### config.mk
export PLATFORM = sky130hd
export DESIGN_NAME = nested_recurrence_matrix_power_top
export DESIGN_NICKNAME = d
export VERILOG_FILES = /design/src/hdl/nrmp_pkg.sv /design/src/hdl/nested_recurrence_matrix_power_top.sv /design/src/hdl/nrmp_seq.sv /design/src/hdl/nrmp_dp.sv
export SDC_FILE = /design/constraint.sdc
export NUM_CORES = 2
export LEC_CHECK = 0
export BUFFER_PORTS_ARGS = -buffer_cell sky130_fd_sc_hd__buf_2
export CORE_MARGIN = 2
export CORE_UTILIZATION = 37
export DETAILED_ROUTE_END_ITERATION = 12
export SLEW_MARGIN = 20
export SYNTH_ARGS = -nofsm -noshare
export SYNTH_HDL_FRONTEND = slang
export SYNTH_HIERARCHICAL = 1
export SYNTH_SLANG_ARGS = --single-unit
### constraint.sdc
create_clock -name clk -period 10.4 [get_ports clk]
set_input_delay 2.08 -clock clk [delete_from_list [all_inputs] [get_ports clk]]
set_output_delay 2.08 -clock clk [all_outputs]
set_load 0.02 [all_outputs]
### src/hdl/nrmp_pkg.sv
// Shared types, constants and the control program of the nested recurrence block.
// Used by nrmp_seq, nrmp_dp and nested_recurrence_matrix_power_top; no dependencies.
package nrmp_pkg;

    localparam int unsigned COEF_WIDTH  = 20;
    localparam int unsigned INDEX_WIDTH = 64;
    localparam int unsigned PC_WIDTH    = 5;

    localparam logic [COEF_WIDTH-1:0] RESIDUE_MOD = 20'd1000007;

    // Barrett reduction: quotient ~ ((s >> BARRETT_PRE) * BARRETT_RECIP) >> (SHIFT - PRE)
    localparam int unsigned BARRETT_PRE   = 9;
    localparam int unsigned BARRETT_SHIFT = 51;
    localparam logic [63:0] BARRETT_WIDE  = (64'd1 << BARRETT_SHIFT) / 64'd1000007;
    localparam logic [31:0] BARRETT_RECIP = BARRETT_WIDE[31:0];

    // configuration register indexes
    localparam logic CFG_COEF_PREV  = 1'b0;
    localparam logic CFG_COEF_PREV2 = 1'b1;

    // program labels
    localparam logic [PC_WIDTH-1:0] PC_IDLE     = 5'd0;
    localparam logic [PC_WIDTH-1:0] PC_TOP      = 5'd1;
    localparam logic [PC_WIDTH-1:0] PC_MUL      = 5'd3;
    localparam logic [PC_WIDTH-1:0] PC_SQ       = 5'd4;
    localparam logic [PC_WIDTH-1:0] PC_DISPATCH = 5'd5;
    localparam logic [PC_WIDTH-1:0] PC_W0       = 5'd6;
    localparam logic [PC_WIDTH-1:0] PC_M0       = 5'd14;
    localparam logic [PC_WIDTH-1:0] PC_COMMIT   = 5'd21;
    localparam logic [PC_WIDTH-1:0] PC_PASS_END = 5'd23;
    localparam logic [PC_WIDTH-1:0] PC_FIN      = 5'd25;

    typedef struct packed {
        logic [63:0] e00;
        logic [63:0] e01;
        logic [63:0] e10;
        logic [63:0] e11;
    } mat_t;

    localparam mat_t MAT_IDENT = '{e00: 64'd1, e01: 64'd0, e10: 64'd0, e11: 64'd1};

    typedef enum logic [2:0] {
        ACT_NONE,
        ACT_INIT,
        ACT_SET_MUL,
        ACT_SET_SQ,
        ACT_COMMIT,
        ACT_SHIFT,
        ACT_SECOND,
        ACT_OUT_LOAD
    } action_t;

    typedef enum logic [1:0] {
        OPA_P_LO,
        OPA_P_HI,
        OPA_SUM,
        OPA_QUOT
    } opa_t;

    typedef enum logic [1:0] {
        OPB_Q_LO,
        OPB_Q_HI,
        OPB_RECIP,
        OPB_MOD
    } opb_t;

    typedef enum logic [2:0] {
        ACC_NONE,
        ACC_LOAD,
        ACC_ADD,
        ACC_ADD_SH,
        ACC_SUB
    } accop_t;

    typedef enum logic [1:0] {
        WR_NONE,
        WR_WRAP,
        WR_MOD
    } wr_t;

    typedef enum logic [3:0] {
        C_NEVER,
        C_ALWAYS,
        C_NOT_START,
        C_EXP_ZERO,
        C_EXP_EVEN,
        C_MOD,
        C_NOT_LAST,
        C_USE_ACC,
        C_OUT_BUSY
    } cond_t;

    typedef struct packed {
        action_t action;
        opa_t    opa;
        opb_t    opb;
        logic    k;
        accop_t  acc_op;
        wr_t     wr;
        logic    el_inc;
    } ctrl_t;

    typedef struct packed {
        logic exp_zero;
        logic exp_even;
        logic mod;
        logic last_el;
        logic use_acc;
        logic out_busy;
    } stat_t;

    typedef struct packed {
        ctrl_t                ctrl;
        cond_t                cond;
        logic [PC_WIDTH-1:0]  target;
    } uword_t;

    function automatic logic [63:0] mat_pick(input mat_t m, input logic [1:0] idx);
        logic [63:0] v;
        case (idx)
            2'd0:    v = m.e00;
            2'd1:    v = m.e01;
            2'd2:    v = m.e10;
            default: v = m.e11;
        endcase
        return v;
    endfunction

    function automatic mat_t mat_set(input mat_t m, input logic [1:0] idx,
                                     input logic [63:0] v);
        mat_t r;
        r = m;
        case (idx)
            2'd0:    r.e00 = v;
            2'd1:    r.e01 = v;
            2'd2:    r.e10 = v;
            default: r.e11 = v;
        endcase
        return r;
    endfunction

    function automatic uword_t uw(input action_t a, input opa_t pa, input opb_t pb,
                                  input logic k, input accop_t op, input wr_t wr,
                                  input logic inc, input cond_t c,
                                  input logic [PC_WIDTH-1:0] t);
        uword_t w;
        w.ctrl.action = a;
        w.ctrl.opa    = pa;
        w.ctrl.opb    = pb;
        w.ctrl.k      = k;
        w.ctrl.acc_op = op;
        w.ctrl.wr     = wr;
        w.ctrl.el_inc = inc;
        w.cond        = c;
        w.target      = t;
        return w;
    endfunction

    // Control program. Wrap element: six partial products of a 64-bit wrapping
    // dot product; modular element: two products, Barrett quotient, q*M, subtract.
    // Products are registered, so accumulate ops run in the step after their products.
    function automatic uword_t rom_word(input logic [PC_WIDTH-1:0] pc);
        uword_t w;
        w = uw(ACT_NONE, OPA_P_LO, OPB_Q_LO, 1'b0, ACC_NONE, WR_NONE, 1'b0, C_NEVER, PC_IDLE);
        case (pc)
            PC_IDLE:
                w = uw(ACT_INIT, OPA_P_LO, OPB_Q_LO, 1'b0, ACC_NONE, WR_NONE, 1'b0,
                       C_NOT_START, PC_IDLE);
            PC_TOP:
                w = uw(ACT_NONE, OPA_P_LO, OPB_Q_LO, 1'b0, ACC_NONE, WR_NONE, 1'b0,
                       C_EXP_ZERO, PC_PASS_END);
            PC_TOP + 5'd1:
                w = uw(ACT_NONE, OPA_P_LO, OPB_Q_LO, 1'b0, ACC_NONE, WR_NONE, 1'b0,
                       C_EXP_EVEN, PC_SQ);
            PC_MUL:
                w = uw(ACT_SET_MUL, OPA_P_LO, OPB_Q_LO, 1'b0, ACC_NONE, WR_NONE, 1'b0,
                       C_ALWAYS, PC_DISPATCH);
            PC_SQ:
                w = uw(ACT_SET_SQ, OPA_P_LO, OPB_Q_LO, 1'b0, ACC_NONE, WR_NONE, 1'b0,
                       C_NEVER, PC_IDLE);
            PC_DISPATCH:
                w = uw(ACT_NONE, OPA_P_LO, OPB_Q_LO, 1'b0, ACC_NONE, WR_NONE, 1'b0,
                       C_MOD, PC_M0);
            // wrapping element
            PC_W0:
                w = uw(ACT_NONE, OPA_P_LO, OPB_Q_LO, 1'b0, ACC_NONE, WR_NONE, 1'b0,
                       C_NEVER, PC_IDLE);
            PC_W0 + 5'd1:
                w = uw(ACT_NONE, OPA_P_LO, OPB_Q_HI, 1'b0, ACC_LOAD, WR_NONE, 1'b0,
                       C_NEVER, PC_IDLE);
            PC_W0 + 5'd2:
                w = uw(ACT_NONE, OPA_P_HI, OPB_Q_LO, 1'b0, ACC_ADD_SH, WR_NONE, 1'b0,
                       C_NEVER, PC_IDLE);
            PC_W0 + 5'd3:
                w = uw(ACT_NONE, OPA_P_LO, OPB_Q_LO, 1'b1, ACC_ADD_SH, WR_NONE, 1'b0,
                       C_NEVER, PC_IDLE);
            PC_W0 + 5'd4:
                w = uw(ACT_NONE, OPA_P_LO, OPB_Q_HI, 1'b1, ACC_ADD, WR_NONE, 1'b0,
                       C_NEVER, PC_IDLE);
            PC_W0 + 5'd5:
                w = uw(ACT_NONE, OPA_P_HI, OPB_Q_LO, 1'b1, ACC_ADD_SH, WR_NONE, 1'b0,
                       C_NEVER, PC_IDLE);
            PC_W0 + 5'd6:
                w = uw(ACT_NONE, OPA_P_LO, OPB_Q_LO, 1'b0, ACC_ADD_SH, WR_WRAP, 1'b1,
                       C_NOT_LAST, PC_W0);
            PC_W0 + 5'd7:
                w = uw(ACT_NONE, OPA_P_LO, OPB_Q_LO, 1'b0, ACC_NONE, WR_NONE, 1'b0,
                       C_ALWAYS, PC_COMMIT);
            // modular element
            PC_M0:
                w = uw(ACT_NONE, OPA_P_LO, OPB_Q_LO, 1'b0, ACC_NONE, WR_NONE, 1'b0,
                       C_NEVER, PC_IDLE);
            PC_M0 + 5'd1:
                w = uw(ACT_NONE, OPA_P_LO, OPB_Q_LO, 1'b1, ACC_LOAD, WR_NONE, 1'b0,
                       C_NEVER, PC_IDLE);
            PC_M0 + 5'd2:
                w = uw(ACT_NONE, OPA_P_LO, OPB_Q_LO, 1'b0, ACC_ADD, WR_NONE, 1'b0,
                       C_NEVER, PC_IDLE);
            PC_M0 + 5'd3:
                w = uw(ACT_NONE, OPA_SUM, OPB_RECIP, 1'b0, ACC_NONE, WR_NONE, 1'b0,
                       C_NEVER, PC_IDLE);
            PC_M0 + 5'd4:
                w = uw(ACT_NONE, OPA_QUOT, OPB_MOD, 1'b0, ACC_NONE, WR_NONE, 1'b0,
                       C_NEVER, PC_IDLE);
            PC_M0 + 5'd5:
                w = uw(ACT_NONE, OPA_P_LO, OPB_Q_LO, 1'b0, ACC_SUB, WR_NONE, 1'b0,
                       C_NEVER, PC_IDLE);
            PC_M0 + 5'd6:
                w = uw(ACT_NONE, OPA_P_LO, OPB_Q_LO, 1'b0, ACC_NONE, WR_MOD, 1'b1,
                       C_NOT_LAST, PC_M0);
            PC_COMMIT:
                w = uw(ACT_COMMIT, OPA_P_LO, OPB_Q_LO, 1'b0, ACC_NONE, WR_NONE, 1'b0,
                       C_USE_ACC, PC_SQ);
            PC_COMMIT + 5'd1:
                w = uw(ACT_SHIFT, OPA_P_LO, OPB_Q_LO, 1'b0, ACC_NONE, WR_NONE, 1'b0,
                       C_ALWAYS, PC_TOP);
            PC_PASS_END:
                w = uw(ACT_NONE, OPA_P_LO, OPB_Q_LO, 1'b0, ACC_NONE, WR_NONE, 1'b0,
                       C_MOD, PC_FIN);
            PC_PASS_END + 5'd1:
                w = uw(ACT_SECOND, OPA_P_LO, OPB_Q_LO, 1'b0, ACC_NONE, WR_NONE, 1'b0,
                       C_ALWAYS, PC_TOP);
            PC_FIN:
                w = uw(ACT_NONE, OPA_P_LO, OPB_Q_LO, 1'b0, ACC_NONE, WR_NONE, 1'b0,
                       C_OUT_BUSY, PC_FIN);
            PC_FIN + 5'd1:
                w = uw(ACT_OUT_LOAD, OPA_P_LO, OPB_Q_LO, 1'b0, ACC_NONE, WR_NONE, 1'b0,
                       C_ALWAYS, PC_IDLE);
            default:
                w = uw(ACT_NONE, OPA_P_LO, OPB_Q_LO, 1'b0, ACC_NONE, WR_NONE, 1'b0,
                       C_ALWAYS, PC_IDLE);
        endcase
        return w;
    endfunction

endpackage

### src/hdl/nested_recurrence_matrix_power_top.sv
// Top level of the nested recurrence block: configuration registers, sequencer, datapath.
// Depends on nrmp_pkg, nrmp_seq and nrmp_dp.
//
// Each request index_n yields result_value = f(f(n) mod 2^64) mod 1000007, where
// f(k) = x*f(k-1) + y*f(k-2), f(0) = 0, f(1) = 1, with x and y taken from coef_prev and
// coef_prev2 (both reset to 1, written by the user through cfg_wr_en/cfg_index/cfg_data
// only while idle; the block does not enforce this). One request is in work at a time;
// the result sits in an output register, so the next request is taken while it waits.
// Both passes run square-and-multiply on 2x2 matrices through one shared 32x32
// multiplier stepped by the microcode program. The first pass wraps at 64 bits and
// takes six partial products per element; the second pass runs on exponent f(n) and
// takes four products per element: two partial products, the Barrett quotient and q*M.
module nested_recurrence_matrix_power_top (
    input  logic                                clk,
    input  logic                                rst_n,
    input  logic                                cfg_wr_en,
    input  logic                                cfg_index,
    input  logic [nrmp_pkg::COEF_WIDTH-1:0]     cfg_data,
    input  logic                                req_valid,
    output logic                                req_stall,
    input  logic [nrmp_pkg::INDEX_WIDTH-1:0]    index_n,
    output logic                                rsp_valid,
    input  logic                                rsp_stall,
    output logic [nrmp_pkg::COEF_WIDTH-1:0]     result_value
);

    logic [nrmp_pkg::COEF_WIDTH-1:0] coef_prev_reg;
    logic [nrmp_pkg::COEF_WIDTH-1:0] coef_prev2_reg;
    nrmp_pkg::ctrl_t                 ctrl;
    nrmp_pkg::stat_t                 stat;

    always_ff @(posedge clk or negedge rst_n)
    begin
        if (!rst_n)
        begin
            coef_prev_reg  <= 20'd1;
            coef_prev2_reg <= 20'd1;
        end
        else if (cfg_wr_en)
        begin
            case (cfg_index)
                nrmp_pkg::CFG_COEF_PREV:  coef_prev_reg  <= cfg_data;
                nrmp_pkg::CFG_COEF_PREV2: coef_prev2_reg <= cfg_data;
                default:
                begin
                end
            endcase
        end
    end

    nrmp_seq u_seq (
        .clk       (clk),
        .rst_n     (rst_n),
        .req_valid (req_valid),
        .req_stall (req_stall),
        .stat      (stat),
        .ctrl      (ctrl)
    );

    nrmp_dp u_dp (
        .clk          (clk),
        .rst_n        (rst_n),
        .ctrl         (ctrl),
        .index_n      (index_n),
        .coef_prev    (coef_prev_reg),
        .coef_prev2   (coef_prev2_reg),
        .rsp_stall    (rsp_stall),
        .stat         (stat),
        .rsp_valid    (rsp_valid),
        .result_value (result_value)
    );

endmodule

### src/hdl/nrmp_seq.sv
// Microcode sequencer: step counter, program lookup and conditional jumps.
// Depends on nrmp_pkg for the program table, control word and status types.
module nrmp_seq (
    input  logic            clk,
    input  logic            rst_n,
    input  logic            req_valid,
    output logic            req_stall,
    input  nrmp_pkg::stat_t stat,
    output nrmp_pkg::ctrl_t ctrl
);

    logic [nrmp_pkg::PC_WIDTH-1:0] pc_reg;
    logic [nrmp_pkg::PC_WIDTH-1:0] pc_next;
    nrmp_pkg::uword_t              word;
    logic                          start;
    logic                          take;

    assign word      = nrmp_pkg::rom_word(pc_reg);
    assign req_stall = (pc_reg != nrmp_pkg::PC_IDLE);
    assign start     = req_valid && (pc_reg == nrmp_pkg::PC_IDLE);

    always_comb
    begin
        case (word.cond)
            nrmp_pkg::C_NEVER:     take = 1'b0;
            nrmp_pkg::C_ALWAYS:    take = 1'b1;
            nrmp_pkg::C_NOT_START: take = !start;
            nrmp_pkg::C_EXP_ZERO:  take = stat.exp_zero;
            nrmp_pkg::C_EXP_EVEN:  take = stat.exp_even;
            nrmp_pkg::C_MOD:       take = stat.mod;
            nrmp_pkg::C_NOT_LAST:  take = !stat.last_el;
            nrmp_pkg::C_USE_ACC:   take = stat.use_acc;
            nrmp_pkg::C_OUT_BUSY:  take = stat.out_busy;
            default:               take = 1'b0;
        endcase
        pc_next = take ? word.target : pc_reg + 5'd1;
    end

    // the load of a new request only fires on the accepting edge
    always_comb
    begin
        ctrl = word.ctrl;
        if ((word.ctrl.action == nrmp_pkg::ACT_INIT) && !start)
        begin
            ctrl.action = nrmp_pkg::ACT_NONE;
        end
    end

    always_ff @(posedge clk or negedge rst_n)
    begin
        if (!rst_n)
        begin
            pc_reg <= nrmp_pkg::PC_IDLE;
        end
        else
        begin
            pc_reg <= pc_next;
        end
    end

endmodule

### src/hdl/nrmp_dp.sv
// Datapath: matrix registers, shared 32x32 multiplier, accumulator, Barrett fix-up
// and the result register. Driven by nrmp_seq control words; depends on nrmp_pkg.
module nrmp_dp (
    input  logic                                clk,
    input  logic                                rst_n,
    input  nrmp_pkg::ctrl_t                     ctrl,
    input  logic [nrmp_pkg::INDEX_WIDTH-1:0]    index_n,
    input  logic [nrmp_pkg::COEF_WIDTH-1:0]     coef_prev,
    input  logic [nrmp_pkg::COEF_WIDTH-1:0]     coef_prev2,
    input  logic                                rsp_stall,
    output nrmp_pkg::stat_t                     stat,
    output logic                                rsp_valid,
    output logic [nrmp_pkg::COEF_WIDTH-1:0]     result_value
);

    nrmp_pkg::mat_t acc_reg, acc_next;
    nrmp_pkg::mat_t base_reg, base_next;
    nrmp_pkg::mat_t tmp_reg, tmp_next;

    logic [63:0] exp_reg, exp_next;
    logic [63:0] sum_reg, sum_next;
    logic [63:0] prod_reg, prod_next;
    logic [1:0]  el_reg, el_next;
    logic        use_acc_reg, use_acc_next;
    logic        mod_reg, mod_next;
    logic        out_valid_reg, out_valid_next;
    logic [nrmp_pkg::COEF_WIDTH-1:0] result_reg, result_next;

    logic [63:0] p_elem;
    logic [63:0] q_elem;
    logic [31:0] opa;
    logic [31:0] opb;
    logic [20:0] resid;
    logic [20:0] resid_fix;
    logic [63:0] wr_val;
    logic [nrmp_pkg::COEF_WIDTH-1:0] x_red;
    logic [nrmp_pkg::COEF_WIDTH-1:0] y_red;

    function automatic logic [nrmp_pkg::COEF_WIDTH-1:0] reduce_once(
        input logic [nrmp_pkg::COEF_WIDTH-1:0] c);
        return (c >= nrmp_pkg::RESIDUE_MOD) ? c - nrmp_pkg::RESIDUE_MOD : c;
    endfunction

    assign x_red = reduce_once(coef_prev);
    assign y_red = reduce_once(coef_prev2);

    // element (i,j) = sum over k of p(i,k) * q(k,j); i, j from the element counter
    assign p_elem = use_acc_reg ? nrmp_pkg::mat_pick(acc_reg, {el_reg[1], ctrl.k})
                                : nrmp_pkg::mat_pick(base_reg, {el_reg[1], ctrl.k});
    assign q_elem = nrmp_pkg::mat_pick(base_reg, {ctrl.k, el_reg[0]});

    always_comb
    begin
        case (ctrl.opa)
            nrmp_pkg::OPA_P_LO: opa = p_elem[31:0];
            nrmp_pkg::OPA_P_HI: opa = p_elem[63:32];
            nrmp_pkg::OPA_SUM:  opa = sum_reg[nrmp_pkg::BARRETT_PRE+31:nrmp_pkg::BARRETT_PRE];
            nrmp_pkg::OPA_QUOT:
                opa = 32'(prod_reg[63:nrmp_pkg::BARRETT_SHIFT-nrmp_pkg::BARRETT_PRE]);
            default:            opa = p_elem[31:0];
        endcase
        case (ctrl.opb)
            nrmp_pkg::OPB_Q_LO:  opb = q_elem[31:0];
            nrmp_pkg::OPB_Q_HI:  opb = q_elem[63:32];
            nrmp_pkg::OPB_RECIP: opb = nrmp_pkg::BARRETT_RECIP;
            nrmp_pkg::OPB_MOD:   opb = 32'(nrmp_pkg::RESIDUE_MOD);
            default:             opb = q_elem[31:0];
        endcase
    end

    assign prod_next = 64'(opa) * 64'(opb);

    always_comb
    begin
        case (ctrl.acc_op)
            nrmp_pkg::ACC_NONE:   sum_next = sum_reg;
            nrmp_pkg::ACC_LOAD:   sum_next = prod_reg;
            nrmp_pkg::ACC_ADD:    sum_next = sum_reg + prod_reg;
            nrmp_pkg::ACC_ADD_SH: sum_next = sum_reg + {prod_reg[31:0], 32'd0};
            nrmp_pkg::ACC_SUB:    sum_next = sum_reg - prod_reg;
            default:              sum_next = sum_reg;
        endcase
    end

    // Barrett quotient is low by at most one, so the residue is below twice M
    assign resid     = sum_reg[20:0];
    assign resid_fix = (resid >= 21'(nrmp_pkg::RESIDUE_MOD))
                       ? resid - 21'(nrmp_pkg::RESIDUE_MOD) : resid;
    assign wr_val    = (ctrl.wr == nrmp_pkg::WR_MOD) ? 64'(resid_fix) : sum_next;

    always_comb
    begin
        acc_next       = acc_reg;
        base_next      = base_reg;
        tmp_next       = tmp_reg;
        exp_next       = exp_reg;
        el_next        = el_reg;
        use_acc_next   = use_acc_reg;
        mod_next       = mod_reg;
        out_valid_next = out_valid_reg && rsp_stall;
        result_next    = result_reg;

        if (ctrl.wr != nrmp_pkg::WR_NONE)
        begin
            tmp_next = nrmp_pkg::mat_set(tmp_reg, el_reg, wr_val);
        end
        if (ctrl.el_inc)
        begin
            el_next = el_reg + 2'd1;
        end

        case (ctrl.action)
            nrmp_pkg::ACT_NONE:
            begin
            end
            nrmp_pkg::ACT_INIT:
            begin
                exp_next  = index_n;
                mod_next  = 1'b0;
                acc_next  = nrmp_pkg::MAT_IDENT;
                base_next = '{e00: 64'(coef_prev), e01: 64'(coef_prev2),
                              e10: 64'd1, e11: 64'd0};
            end
            nrmp_pkg::ACT_SET_MUL:
            begin
                use_acc_next = 1'b1;
                el_next      = 2'd0;
            end
            nrmp_pkg::ACT_SET_SQ:
            begin
                use_acc_next = 1'b0;
                el_next      = 2'd0;
            end
            nrmp_pkg::ACT_COMMIT:
            begin
                if (use_acc_reg)
                begin
                    acc_next = tmp_reg;
                end
                else
                begin
                    base_next = tmp_reg;
                end
            end
            nrmp_pkg::ACT_SHIFT:
            begin
                exp_next = {1'b0, exp_reg[63:1]};
            end
            nrmp_pkg::ACT_SECOND:
            begin
                exp_next  = acc_reg.e10;
                mod_next  = 1'b1;
                acc_next  = nrmp_pkg::MAT_IDENT;
                base_next = '{e00: 64'(x_red), e01: 64'(y_red), e10: 64'd1, e11: 64'd0};
            end
            nrmp_pkg::ACT_OUT_LOAD:
            begin
                out_valid_next = 1'b1;
                result_next    = acc_reg.e10[nrmp_pkg::COEF_WIDTH-1:0];
            end
            default:
            begin
            end
        endcase
    end

    always_ff @(posedge clk or negedge rst_n)
    begin
        if (!rst_n)
        begin
            el_reg        <= 2'd0;
            use_acc_reg   <= 1'b0;
            mod_reg       <= 1'b0;
            out_valid_reg <= 1'b0;
        end
        else
        begin
            el_reg        <= el_next;
            use_acc_reg   <= use_acc_next;
            mod_reg       <= mod_next;
            out_valid_reg <= out_valid_next;
        end
    end

    always_ff @(posedge clk)
    begin
        acc_reg    <= acc_next;
        base_reg   <= base_next;
        tmp_reg    <= tmp_next;
        exp_reg    <= exp_next;
        sum_reg    <= sum_next;
        prod_reg   <= prod_next;
        result_reg <= result_next;
    end

    assign stat.exp_zero = (exp_reg == 64'd0);
    assign stat.exp_even = !exp_reg[0];
    assign stat.mod      = mod_reg;
    assign stat.last_el  = (el_reg == 2'd3);
    assign stat.use_acc  = use_acc_reg;
    assign stat.out_busy = out_valid_reg && rsp_stall;

    assign rsp_valid    = out_valid_reg;
    assign result_value = result_reg;

`ifndef SYNTHESIS
    a_resid_below_twice: assert property (@(posedge clk) disable iff (!rst_n)
        (ctrl.wr == nrmp_pkg::WR_MOD) |-> (sum_reg < (64'(nrmp_pkg::RESIDUE_MOD) << 1)))
        else $error("residue before fix-up not below twice the modulus");
    a_mod_pass_reduced: assert property (@(posedge clk) disable iff (!rst_n)
        mod_reg |-> ((acc_reg.e10 < 64'(nrmp_pkg::RESIDUE_MOD))
                     && (base_reg.e00 < 64'(nrmp_pkg::RESIDUE_MOD))))
        else $error("matrix element not reduced in modular pass");
    a_commit_aligned: assert property (@(posedge clk) disable iff (!rst_n)
        (ctrl.action == nrmp_pkg::ACT_COMMIT) |-> (el_reg == 2'd0))
        else $error("commit with element counter not wrapped");
    a_load_when_free: assert property (@(posedge clk) disable iff (!rst_n)
        (ctrl.action == nrmp_pkg::ACT_OUT_LOAD) |-> !out_valid_reg)
        else $error("result register overwritten while still pending");
    a_result_range: assert property (@(posedge clk) disable iff (!rst_n)
        out_valid_reg |-> (result_reg < nrmp_pkg::RESIDUE_MOD))
        else $error("result out of range");
`endif

endmodule

==> impl_metrics.sql <==
INSERT INTO impl_metrics (metric_group, metric, value, unit) VALUES
('status', 'outcome', 'finished clean', ''),
('timing', 'final_period_minus_worst_setup_slack', '10.10', 'ns'),
('drt', 'detail_route.vias_per_cell', '5.66', ''),
('die', 'area_of_the_core_region', '232000', 'sq um'),
('logic_synthesis', 'synthArstFlopShare', '0.0485', ''),
('setup_path', 'critical_path_class', 'reg2reg', ''),
('placement', 'io_buffer_count', '111', ''),
('die', 'boundaryPins', '112', ''),
('cts', 'root_buffer', 'sky130_fd_sc_hd__clkbuf_16', ''),
('global_route', 'grt_pass1_vias', '65690', ''),
('global_route', 'antenna_found_initial', '20', ''),
('timing', 'tightest_slew', '1.24', 'ns'),
('placement', 'pre_cts_setup_slack', '-0.0849', 'ns'),
('logic_synthesis', 'syn-num-nets', '9636', ''),
('timing', 'headroom_to_the_max_slew_limit', '0.174', ''),
('cts', 'tritoncts_clock_tree', 'done', ''),
('drt', 'final_antenna_net_count', '0', ''),
('setup_path', 'cp_slowest_stage_delay', '0.57', 'ns'),
('logic_synthesis', 'synthesis.area', '86300', 'sq um'),
('logic_synthesis', 'synth_top_flop_cell', 'sky130_fd_sc_hd__edfxtp_1', ''),
('placement', 'dpl_cell_area', '92700', 'sq um'),
('drt', 'route.vias.total', '65405', ''),
('placement', 'hpwlAfterDp', '241000', 'microns'),
('cells_and_area', 'num-fill-cells', '22202', ''),
('timing', 'timing.final.hold_violations', '0', ''),
('setup_path', 'worstReg2RegStart', 'u_seq/pc_reg[0]', ''),
('die', 'design.die.area', '237000', 'sq um'),
('worst_hold_path', 'min_delay_path_depth', '1', ''),
('logic_synthesis', 'synth_enable_flop_cells', '852', ''),
('setup_path', 'critical-path-top-delay-family', 'adder cells', ''),
('cts', 'clk_latency', '0.79', 'ns'),
('setup_path', 'cp_data_required_time', '11.02', 'ns'),
('die', 'chipWidth', '487', 'microns'),
('worst_hold_path', 'holdPathEnd', 'u_dp/acc_reg[214]', ''),
('setup_path', 'startpoint_types', 'flop', ''),
('flow_run', 'cap_viol_max_count', '0', ''),
('setup_path', 'reg2reg_setup_slack', '0.30', 'ns'),
('setup_path', 'critical_path.n_buffers_inverters', '10', ''),
('logic_synthesis', 'netlist_instances', '8275', ''),
('timing', 'fmax', '0.0990', 'GHz'),
('setup_path', 'critical_path_arrival', '10.72', 'ns'),
('cts', 'clock_sink_count', '1030', ''),
('setup_path', 'crit_end_category', 'flop', ''),
('logic_synthesis', 'netlist-cell-type-count', '103', ''),
('timing', 'slew_viol_final', '0', ''),
('die', 'placement_rows', '177', ''),
('cells_and_area', 'layout.core_utilization', '0.417', ''),
('die', 'starting_density_of_the_core', '0.372', ''),
('worst_hold_path', 'hold_class', 'reg2reg', ''),
('global_route', 'grt_usage', '0.262', ''),
('global_route', 'global_route.overflow_total', '0', ''),
('setup_path', 'crit_top_cell', 'sky130_fd_sc_hd__fa_1', ''),
('die', 'die_height', '487', 'microns'),
('logic_synthesis', 'yosysWarnings', '6', ''),
('cts', 'cts_max_path_buffers', '3', ''),
('cts', 'numCtsBuffers', '107', ''),
('setup_path', 'crit_path_max_fanout', '14', ''),
('logic_synthesis', 'synth_seq_cells', '1030', ''),
('drt', 'postRouteWirelength', '312000', 'microns'),
('timing', 'final-setup-viol-count', '0', ''),
('logic_synthesis', 'sequential_share_of_the_synthesized_area', '0.341', ''),
('drt', 'route.detailed.drc', '0', ''),
('setup_path', 'cp_slowest_cell', 'sky130_fd_sc_hd__fa_1', ''),
('drt', 'routed_wl_per_cell', '27.0', 'microns'),
('timing', 'period_share', '0.971', ''),
('timing', 'timing.final.ws_setup', '0.304', 'ns'),
('setup_path', 'worstRegToRegCells', '37', ''),
('drt', 'detail_route.first_pass.iterations', '7', ''),
('cts', 'holdBufCountCts', '0', ''),
('cts', 'clock_pin_slew_on_the_worst_setup_and_hold_paths', '0.06', 'ns'),
('cells_and_area', 'area_growth_syn_to_layout', '12.3', '%'),
('setup_path', 'timing.rr.end', 'u_dp/prod_reg[62]', ''),
('worst_hold_path', 'hold_path.startpoint', 'u_dp/tmp_reg[214]', ''),
('logic_synthesis', 'synthesis.area_per_instance', '10.4', 'sq um'),
('cells_and_area', 'drive_above_1_share', '0.128', ''),
('placement', 'finalWeightedCongestion', '0.974', ''),
('timing', 'finalClockSkew', '0.0631', 'ns'),
('drt', 'drt_first_iter_violations', '7757', ''),
('global_route', 'grt_pass1_wl', '458000', 'microns'),
('cells_and_area', 'layout.cell_area.non_filler', '96900', 'sq um'),
('cts', 'cts_htree_levels', '3', ''),
('cells_and_area', 'layout.nets', '9785', ''),
('global_route', 'largest_net_degree_at_the_start_of_global_routing', '145', '');
-- how the worst max path moves through the flow --
stage                     depth (start not counted)                 to  slack (ns)             from
after floorplan                                  36  u_dp/prod_reg[62]        0.56  u_seq/pc_reg[3]
after global placement                           37  u_dp/prod_reg[62]       -0.06  u_seq/pc_reg[1]
after detailed placement                         36  u_dp/prod_reg[62]       -0.08  u_seq/pc_reg[1]
after CTS                                        37  u_dp/prod_reg[62]       0.007  u_seq/pc_reg[1]
after global routing                             40  u_dp/prod_reg[62]       -0.02  u_seq/pc_reg[1]
final                                            37  u_dp/prod_reg[62]        0.30  u_seq/pc_reg[0]
-- placed cells by master (no fill, tap or decap), types with 72 or more instances in the layout --
cell	n
sky130_fd_sc_hd__and2_1	542
sky130_fd_sc_hd__buf_2	111
sky130_fd_sc_hd__xnor2_1	130
sky130_fd_sc_hd__a21oi_1	304
sky130_fd_sc_hd__mux4_2	151
sky130_fd_sc_hd__clkbuf_16	111
sky130_fd_sc_hd__nor2_1	747
sky130_fd_sc_hd__dfxtp_1	128
sky130_fd_sc_hd__a22oi_1	100
sky130_fd_sc_hd__fa_1	895
sky130_fd_sc_hd__mux2i_1	115
sky130_fd_sc_hd__xor2_1	84
sky130_fd_sc_hd__nand2b_1	136
sky130_fd_sc_hd__a21o_1	103
sky130_fd_sc_hd__buf_4	341
sky130_fd_sc_hd__inv_1	1019
sky130_fd_sc_hd__edfxtp_1	852
sky130_fd_sc_hd__nand2_1	792
sky130_fd_sc_hd__o21ai_1	72
sky130_fd_sc_hd__o21ai_0	202
sky130_fd_sc_hd__ha_1	373
-- repair_timing --
item                       CTS  global route
pin swaps                    0            10
gates resized for setup      8            84
cloned                       0             3
setup buffers                0            19
setup endpoints to repair   11            29
-- layer usage --
layer,up-vias,track usage,wire length [microns]
met2,3025,0.403,140000
met5,-,0,13
met4,2,0.0842,11000
li1,28102,-,-
met3,453,0.0398,27400
met1,33823,0.379,134000
-- logic make-up after synthesis --
logic type | count (synthesis) | synth area share
mux | 348 | 0.0643
fa+ha+maj | 1271 | 0.262
flops | 1030 | 0.341
compound gates | 1292 | 0.0976
xor+xnor | 215 | 0.0220
buf+inv | 1497 | 0.0673
simple gates | 2622 | 0.146
-- worst register-to-register path, delay by kind of cell, from the launching register on --
kind | cells | cell delay, ns
compound gates | 12 | 2.21
xor+xnor | 1 | 0.14
fa+ha+maj | 10 | 4.67
buf+inv | 10 | 1.70
flops | 1 | 0.35
mux | 1 | 0.50
simple gates | 3 | 0.41
-- through the flow --
step	TNS, ns	hold WS (ns)	std cells
floorplan	0	0.445	8275
detailed placement	-0.236	0.521	11336
CTS	0	0.500	11537
finish	0	0.512	11565
global placement	-0.0741	0.518	11336
global route	-0.0279	0.531	11559
-- Yosys cell counts, types with 137 or more instances --
library cell | instances | area share
sky130_fd_sc_hd__ha_1 | 373 | 0.054
sky130_fd_sc_hd__fa_1 | 898 | 0.21
sky130_fd_sc_hd__o21ai_0 | 207 | 0.012
sky130_fd_sc_hd__nor2_1 | 762 | 0.033
sky130_fd_sc_hd__and2_1 | 543 | 0.039
sky130_fd_sc_hd__a21oi_1 | 319 | 0.018
sky130_fd_sc_hd__mux4_2 | 151 | 0.039
sky130_fd_sc_hd__nand2_1 | 795 | 0.035
sky130_fd_sc_hd__inv_1 | 1019 | 0.044
sky130_fd_sc_hd__clkbuf_1 | 365 | 0.016
sky130_fd_sc_hd__nand2b_1 | 137 | 0.0099
sky130_fd_sc_hd__edfxtp_1 | 852 | 0.30
-- layout make-up --
cell class                      instances  area, sq um  area share
Inverter                             1023         3840      0.0396
Sequential cell                      1030        29400       0.303
Antenna cell                            6         15.0    0.000155
Multi-Input combinational cell       5748        51900       0.536
Clock inverter                         57          673     0.00694
Timing Repair Buffer                  514         4330      0.0447
Clock buffer                          144         2910      0.0300
Tap cell                             3043         3810      0.0393
Power is left out: the tool's default activity adds up to more than one toggle a clock period on the data nets, which glitch-free logic cannot reach.
